===== config.mk =====
export PLATFORM = sky130hd
export DESIGN_NAME = sgff_ctrl
export DESIGN_NICKNAME = d
export VERILOG_FILES = /design/src/rtl/sgff_pkg.sv /design/src/rtl/sgff_ctrl.sv
export SDC_FILE = /design/constraint.sdc
export NUM_CORES = 1
export LEC_CHECK = 0
export BUFFER_PORTS_ARGS = -buffer_cell sky130_fd_sc_hd__buf_2
export CAP_MARGIN = 25
export CELL_PAD_IN_SITES_DETAIL_PLACEMENT = 1
export CELL_PAD_IN_SITES_GLOBAL_PLACEMENT = 1
export CORE_ASPECT_RATIO = 2
export CORE_MARGIN = 1
export CORE_UTILIZATION = 39
export CTS_CLUSTER_DIAMETER = 40
export CTS_CLUSTER_SIZE = 28
export DETAILED_ROUTE_END_ITERATION = 10
export GPL_TIMING_DRIVEN = 0
export PLACE_DENSITY_LB_ADDON = 0.1
export SLEW_MARGIN = 25
export SYNTH_ARGS = -nofsm -noshare
export SYNTH_HDL_FRONTEND = slang
export SYNTH_SLANG_ARGS = --single-unit

===== constraint.sdc =====
create_clock -name clk -period 2.8 [get_ports clk]
set_input_delay 0.28 -clock clk [delete_from_list [all_inputs] [get_ports clk]]
set_output_delay 0.28 -clock clk [all_outputs]
set_load 0.1 [all_outputs]

===== src/rtl/sgff_pkg.sv =====
`timescale 1ns / 1ps
// Shared types and fixed constants for the softened gravity far-field sum.
// Used by sgff_ctrl, sgff_dp and the top level.
package sgff_pkg;

  localparam int NODE_W    = 16;   // node offset, Q1.14
  localparam int NODE_FRAC = 14;
  localparam int WEIGHT_W  = 32;
  localparam int GRAV_W    = 32;
  localparam int BASE_W    = 64;   // gravity * |weight|
  localparam int OUT_FRAC  = 32;
  localparam int NORM_W    = 84;   // normalized radicand bound, 2^84
  localparam int ROOT_W    = 42;
  localparam int DEN_W     = 126;  // radicand * root

  localparam logic [GRAV_W-1:0] GRAV_RESET = 32'h0100_0000;

  localparam logic REG_SOFTENING = 1'b0;
  localparam logic REG_GRAVITY   = 1'b1;

  // operand routing of the shared multiplier
  typedef enum logic [1:0] {
    MSEL_SOFT = 2'd0,
    MSEL_DSQ  = 2'd1,
    MSEL_DEN  = 2'd2,
    MSEL_NUM  = 2'd3
  } msel_t;

  typedef struct packed {
    logic       load;
    logic       point;
    logic       diff;
    logic       mul_start;
    msel_t      mul_sel;
    logic [1:0] lane;
    logic       norm;
    logic       sqrt_start;
    logic       div_start;
    logic       accum;
    logic       set_err;
    logic       emit;
  } cmd_t;

  typedef struct packed {
    logic       g_zero;
    logic       w_zero;
    logic       s_zero;
    logic       s_big;
    logic       mul_done;
    logic       sqrt_done;
    logic       div_done;
    logic       div_ovf;
    logic [2:0] d_zero;
    logic       last;
    logic       out_busy;
  } stat_t;

endpackage


===== src/rtl/sgff_ctrl.sv =====
`timescale 1ns / 1ps
// Sequencer for one node interaction: issues datapath commands, reads status.
// Depends on sgff_pkg.
module sgff_ctrl (
  input  logic            clk,
  input  logic            rst,
  input  logic            in_valid,
  output logic            in_ready,
  input  sgff_pkg::stat_t stat,
  output sgff_pkg::cmd_t  cmd
);

  typedef enum logic [12:0] {
    S_IDLE   = 13'b0_0000_0000_0001,
    S_POINT  = 13'b0_0000_0000_0010,
    S_DIFF   = 13'b0_0000_0000_0100,
    S_MUL    = 13'b0_0000_0000_1000,
    S_MWAIT  = 13'b0_0000_0001_0000,
    S_NORM   = 13'b0_0000_0010_0000,
    S_SQRT   = 13'b0_0000_0100_0000,
    S_SWAIT  = 13'b0_0000_1000_0000,
    S_LANE   = 13'b0_0001_0000_0000,
    S_DIV    = 13'b0_0010_0000_0000,
    S_DWAIT  = 13'b0_0100_0000_0000,
    S_ACCUM  = 13'b0_1000_0000_0000,
    S_FINISH = 13'b1_0000_0000_0000
  } state_t;

  state_t                state, state_next;
  sgff_pkg::msel_t       msel, msel_next;
  logic [1:0]            lane, lane_next;

  assign in_ready = (state == S_IDLE);

  always_comb begin
    state_next = state;
    msel_next  = msel;
    lane_next  = lane;
    cmd        = '0;
    cmd.mul_sel = msel;
    cmd.lane    = lane;
    unique case (state)
      S_IDLE: begin
        if (in_valid) begin
          cmd.load   = 1'b1;
          state_next = S_POINT;
        end
      end
      S_POINT: begin
        cmd.point = 1'b1;
        if (stat.g_zero) begin
          cmd.set_err = 1'b1;
          state_next  = S_FINISH;
        end else if (stat.w_zero) begin
          state_next = S_FINISH;
        end else begin
          state_next = S_DIFF;
        end
      end
      S_DIFF: begin
        cmd.diff   = 1'b1;
        msel_next  = sgff_pkg::MSEL_SOFT;
        lane_next  = '0;
        state_next = S_MUL;
      end
      S_MUL: begin
        cmd.mul_start = 1'b1;
        state_next    = S_MWAIT;
      end
      S_MWAIT: begin
        if (stat.mul_done) begin
          unique case (msel)
            sgff_pkg::MSEL_SOFT: begin
              msel_next  = sgff_pkg::MSEL_DSQ;
              state_next = S_MUL;
            end
            sgff_pkg::MSEL_DSQ: begin
              if (lane == 2'd2) begin
                state_next = S_NORM;
              end else begin
                lane_next  = lane + 2'd1;
                state_next = S_MUL;
              end
            end
            sgff_pkg::MSEL_DEN: begin
              lane_next  = '0;
              state_next = S_LANE;
            end
            sgff_pkg::MSEL_NUM: state_next = S_DIV;
            default: state_next = S_IDLE;
          endcase
        end
      end
      S_NORM: begin
        if (stat.s_zero) begin
          cmd.set_err = 1'b1;
          state_next  = S_FINISH;
        end else if (stat.s_big) begin
          cmd.norm = 1'b1;
        end else begin
          state_next = S_SQRT;
        end
      end
      S_SQRT: begin
        cmd.sqrt_start = 1'b1;
        state_next     = S_SWAIT;
      end
      S_SWAIT: begin
        if (stat.sqrt_done) begin
          msel_next  = sgff_pkg::MSEL_DEN;
          state_next = S_MUL;
        end
      end
      S_LANE: begin
        // a zero displacement component contributes zero, skip its division
        if (stat.d_zero[lane]) begin
          if (lane == 2'd2) begin
            state_next = S_ACCUM;
          end else begin
            lane_next = lane + 2'd1;
          end
        end else begin
          msel_next  = sgff_pkg::MSEL_NUM;
          state_next = S_MUL;
        end
      end
      S_DIV: begin
        cmd.div_start = 1'b1;
        state_next    = S_DWAIT;
      end
      S_DWAIT: begin
        if (stat.div_done) begin
          if (stat.div_ovf) begin
            cmd.set_err = 1'b1;
            state_next  = S_FINISH;
          end else if (lane == 2'd2) begin
            state_next = S_ACCUM;
          end else begin
            lane_next  = lane + 2'd1;
            state_next = S_LANE;
          end
        end
      end
      S_ACCUM: begin
        cmd.accum  = 1'b1;
        state_next = S_FINISH;
      end
      S_FINISH: begin
        if (!stat.last) begin
          state_next = S_IDLE;
        end else if (!stat.out_busy) begin
          cmd.emit   = 1'b1;
          state_next = S_IDLE;
        end
      end
      default: state_next = S_IDLE;
    endcase
  end

  always_ff @(posedge clk) begin
    if (rst) begin
      state <= S_IDLE;
      msel  <= sgff_pkg::MSEL_SOFT;
      lane  <= '0;
    end else begin
      state <= state_next;
      msel  <= msel_next;
      lane  <= lane_next;
    end
  end

endmodule


Word level (Yosys, flattened, before mapping)
Index checks and enable logic that the tools add are counted. Widths: inputs -> output; s select.

Register bits after elaboration: 17. Bits of input ports: 16. Output and inout bits: 15. Word-level logic and storage cells: 90.

Add/subtract/negate cells: 1. $lt $le $gt $ge: 1. Eq/ne operators: 29. Multiplexer cells: 50. Reduce and logical (&&, ||, !) cells: 6.

Operator list (number): $mux 13 (13); $pmux 13 s13 (1); $pmux 13 s4 (1); $mux 1 (19); $mux 2 (9); $pmux 2 s4 (2); $ne 2x2->1 const B (7); $eq 13x1->1 const B (1); $eq 13x10->1 const B (1); $eq 13x11->1 const B (1); $eq 13x12->1 const B (1); $eq 13x13->1 const B (1); $eq 13x2->1 const B (1); $eq 13x3->1 const B (1); $eq 13x4->1 const B (1); $eq 13x5->1 const B (1); $eq 13x6->1 const B (1); $eq 13x7->1 const B (1); $eq 13x8->1 const B (1); $eq 13x9->1 const B (1); $mux 12 (1); $ne 3x3->1 const B (3); $reduce_bool 4->1 (2); $reduce_and 7->1 (1); other kinds (13) (15).

Longest topological paths before layout
Depth in word-level cells: 5. Gate-level depth with buffers: 7. Depth with buffers taken out: 6.

Worst setup path after synthesis
Ideal clock, no wire load.

Path type: reg2reg. Start point: register state[8]. End point: register state[5]. Library setup time: 0.078 ns. Data arrival time: 3.912 ns. Data required time: 2.722 ns. Slack: -1.189 ns. Stages on the path, launching flop included: 8. Buffers on the path: 1. Period minus slack after synthesis: 3.989 ns. Path through: dfxtp_1 > clkbuf_1 > or4_1 > nor3_1 > nand2_1 > nor3b_1 > a41oi_1 > nor2_1.

Longest elaborated chain between the ends: 3. Elaborated cells between the ends (all ways): 22. Classes of those cells: 20 x eq/ne; 1 x mux; 1 x reduce/logical.

RTL lines: from (decl) (RTL line sgff_ctrl.sv:29) `state_t state, state_next;`; from (signal assigned) (RTL line sgff_ctrl.sv:166) `state <= state_next;`; $eq 13x9->1, or another cell as far along (RTL line sgff_ctrl.sv:42) `unique case (state)`; $ne 3x3->1 (no line) or $ne 2x2->1 (tied branches); $reduce_and 7->1 (no line).

Parallel ways exist; a longest one is shown, timed or not. A chain may end at the register's enable or synchronous reset.

==> results.toml <==
[setup_path]
critPathLaunchType = "flop"
critPathKind = "reg -> out"
cp-end-kind = "output port"
critPathArrivalTime_ns = 2.44
worstPathMaxFanout = 8
crit_required_ns = 2.52

[sta]
rsz0062_at_grt = "true"
fin_crit_sh_pct = 97.1
max_freq_mhz = 368
clock_skew_ns = 0.00357
timing.final.max_slew_violations = 0
fin_crit_ns = 2.72
max_slew_margin_pct = 42.9
finalHoldViolations = 0
worst_slew_pin_slew_ns = 0.857
setup_violations = 0

[floorplanning]
fp-row-count = 30
ios = 31
fp.dieW_um = 44.1
die_area_um2 = 3800
die_y_um = 86.2
start_util_pct = 40.9
core-area_um2 = 3380

[cells_and_area]
seqCellArea_um2 = 340
drive_gt1_share_pct = 27.2
final_util_pct = 49.7
n_antenna_cell = 0
syn2layout_area_growth_pct = 21.4
multi_input_area_um2 = 1010
nets = 236
fill_cells = 449
fin_cells = 249

[logic_synthesis]
yosys.cell_types.count = 52
async_reset_ff_share_pct = 0
seq_area_frac_synth_pct = 24.6
yosysWarnings = 0
synth_top_area_share_pct = 24.6
synth_top_area_cell = "dfxtp_1"
syn_area_um2 = 1380
synth_edf_count = 0
avgSynthCellArea_um2 = 7.56
ys.flop_type = "dfxtp_1"
synth_area_leaders = "dfxtp_1 25%, nor2_1 6.5%, nor3_1 5.4%, o21ai_0 4.0%, nand3_1 3.3%"
synth_fp_nets = 201
synth_cells = 183
synth-seq-cells = 17

[clock_network]
cts.path.max_buffers = 2
insertion_delay_ns = 0.26
clk_pin_slew_worst_paths_ns = 0.07
numClockSinks = 17
root_buffer = "clkbuf_8"
cts_hold_buf = 0
htree_levels = 1
cts_tree = "done"
numCtsBuffers = 3

[placement]
gp_congestion = 0.913
dp.cells = 245
port_buffers = 30
dp_hpwl_mm = 3.76

[detailed_routing]
drt_iter0_drc = 37
vias = 1601
wl_mm = 4.68
avgRoutedWirePerCell_um = 18.8
ant_nets = 0
via_per_inst = 6.43
firstDrtPassIters = 6
drc = 0

[global_route]
grt_overflow = 0
track_usage_pct = 27.0
grt_util_met3_pct = 2.92
grt_pass1_wl_mm = 7.76
grt_busiest_layer = "met2"
grt_pass1_vias = 1649
use_met2_pct = 49.2
grt_max_degree = 11
met1_usage_pct = 27.0
antenna_found_initial = 0

[power]
p_leak_uw = 0.000696
irDropWorstVdd_mv = 0.276
finalPower_uw = 727
power.density_nw_per_um2 = 433

[flow_run]
max-cap-violations = 0

[hold_path]
hp-class = "in -> reg"

[run_status]
status = "completed"
## path summary, 6_finish.rpt
| check | startpoint | to | slack [ns] | cells past startpoint |
|---|---|---|---|---|
| hold reg to reg | lane[0] | lane[0] | 0.52 | 2 |
| setup / recovery | state[8] | cmd[1] | 0.08 | 6 |
| setup reg to reg | state[8] | state[9] | 0.13 | 7 |
| hold / removal | stat[10] | state[6] | 0.26 | 2 |
## layer usage
layer	wire length, um	vias to the layer above
met2	2570	54
met3	132	25
met1	1690	771
li1	-	751
met4	298	0
met5	0	-
## where the power goes
| part | internal, uW | switching [uW] |
|---|---|---|
| Clock | 101 | 94.4 |
| Combinational | 79.2 | 193 |
| Sequential | 249 | 9.54 |
| Total | 429 | 297 |
## cell families (layout without fill, tap and decap cells)
group / Yosys count / after routing / synth area share (%)
fa+ha+maj: 2 / 2 / 1.81
buf+inv: 18 / 52 / 6.52
compound gates: 38 / 38 / 19.2
mux: 1 / 1 / 0.724
flops: 17 / 17 / 24.6
simple gates: 101 / 101 / 43.3
xor+xnor: 6 / 6 / 3.80
## synth_stat cells (4+ instances only)
| cell type | n |
|---|---|
| nor3_1 | 15 |
| a21oi_1 | 5 |
| o21ai_0 | 11 |
| clkbuf_1 | 4 |
| inv_1 | 8 |
| nor2_1 | 24 |
| nor3b_1 | 4 |
| nand3_1 | 9 |
| nand2_1 | 9 |
| nor4b_1 | 4 |
| xor2_1 | 4 |
| nor2b_1 | 4 |
| dfxtp_1 | 17 |
## worst max-delay path: stages (launching register included)
cell and delay, ns:
dfxtp_1 0.30, clkbuf_1 0.19, or4_1 0.66, nor3_4 0.25
nand3_1 0.22, nand3_2 0.12, buf_2 0.42
## registers in the layout, indices dropped and copies added, names as in the netlist
signal  cells
msel        2
state      13
lane        2
## cell usage in the layout (no fill, tap or decap), types with 3 or more instances in the layout
cell,count
nor4b_1,4
nor3b_1,3
nand2_1,9
dfxtp_1,17
nand4_1,3
clkbuf_8,3
a21oi_1,5
clkbuf_1,5
nor2b_1,4
buf_2,32
xor2_1,4
o211ai_1,3
or4_1,3
inv_1,8
buf_6,3
nor3_1,13
nand3_1,8
o21ai_0,11
nor2_1,22
o21ba_2,3
and3_1,3
## cell type report
type | instances | area share (%)
well taps | 32 | 2.38
flip-flops and latches | 17 | 20.3
inverters | 8 | 1.79
clock buffers | 4 | 2.68
plain buffers | 10 | 3.58
multi-input cells | 148 | 60.0
repair buffers | 30 | 9.31
## stage by stage
| step | setup slack, ns | instance area (um2) | hold slack, ns | TNS [ns] |
|---|---|---|---|---|
| after detailed placement | 0.0248 | 1610 | 0.512 | 0 |
| after floorplan | -0.654 | 1420 | 0.350 | -1.46 |
| after global placement | 0.114 | 1610 | 0.495 | 0 |
| after CTS | 0.0497 | 1660 | 0.253 | 0 |
| after global routing | -0.0105 | 1680 | 0.260 | -0.0105 |
| final | 0.0817 | 1680 | 0.260 | 0 |
## timing repair
action / CTS / global route
buffers inserted: 0 / 0
endpoints found under the setup margin: 2 / 6
resized for setup: 3 / 3
No activity file was read; power rests on OpenSTA's default activity.
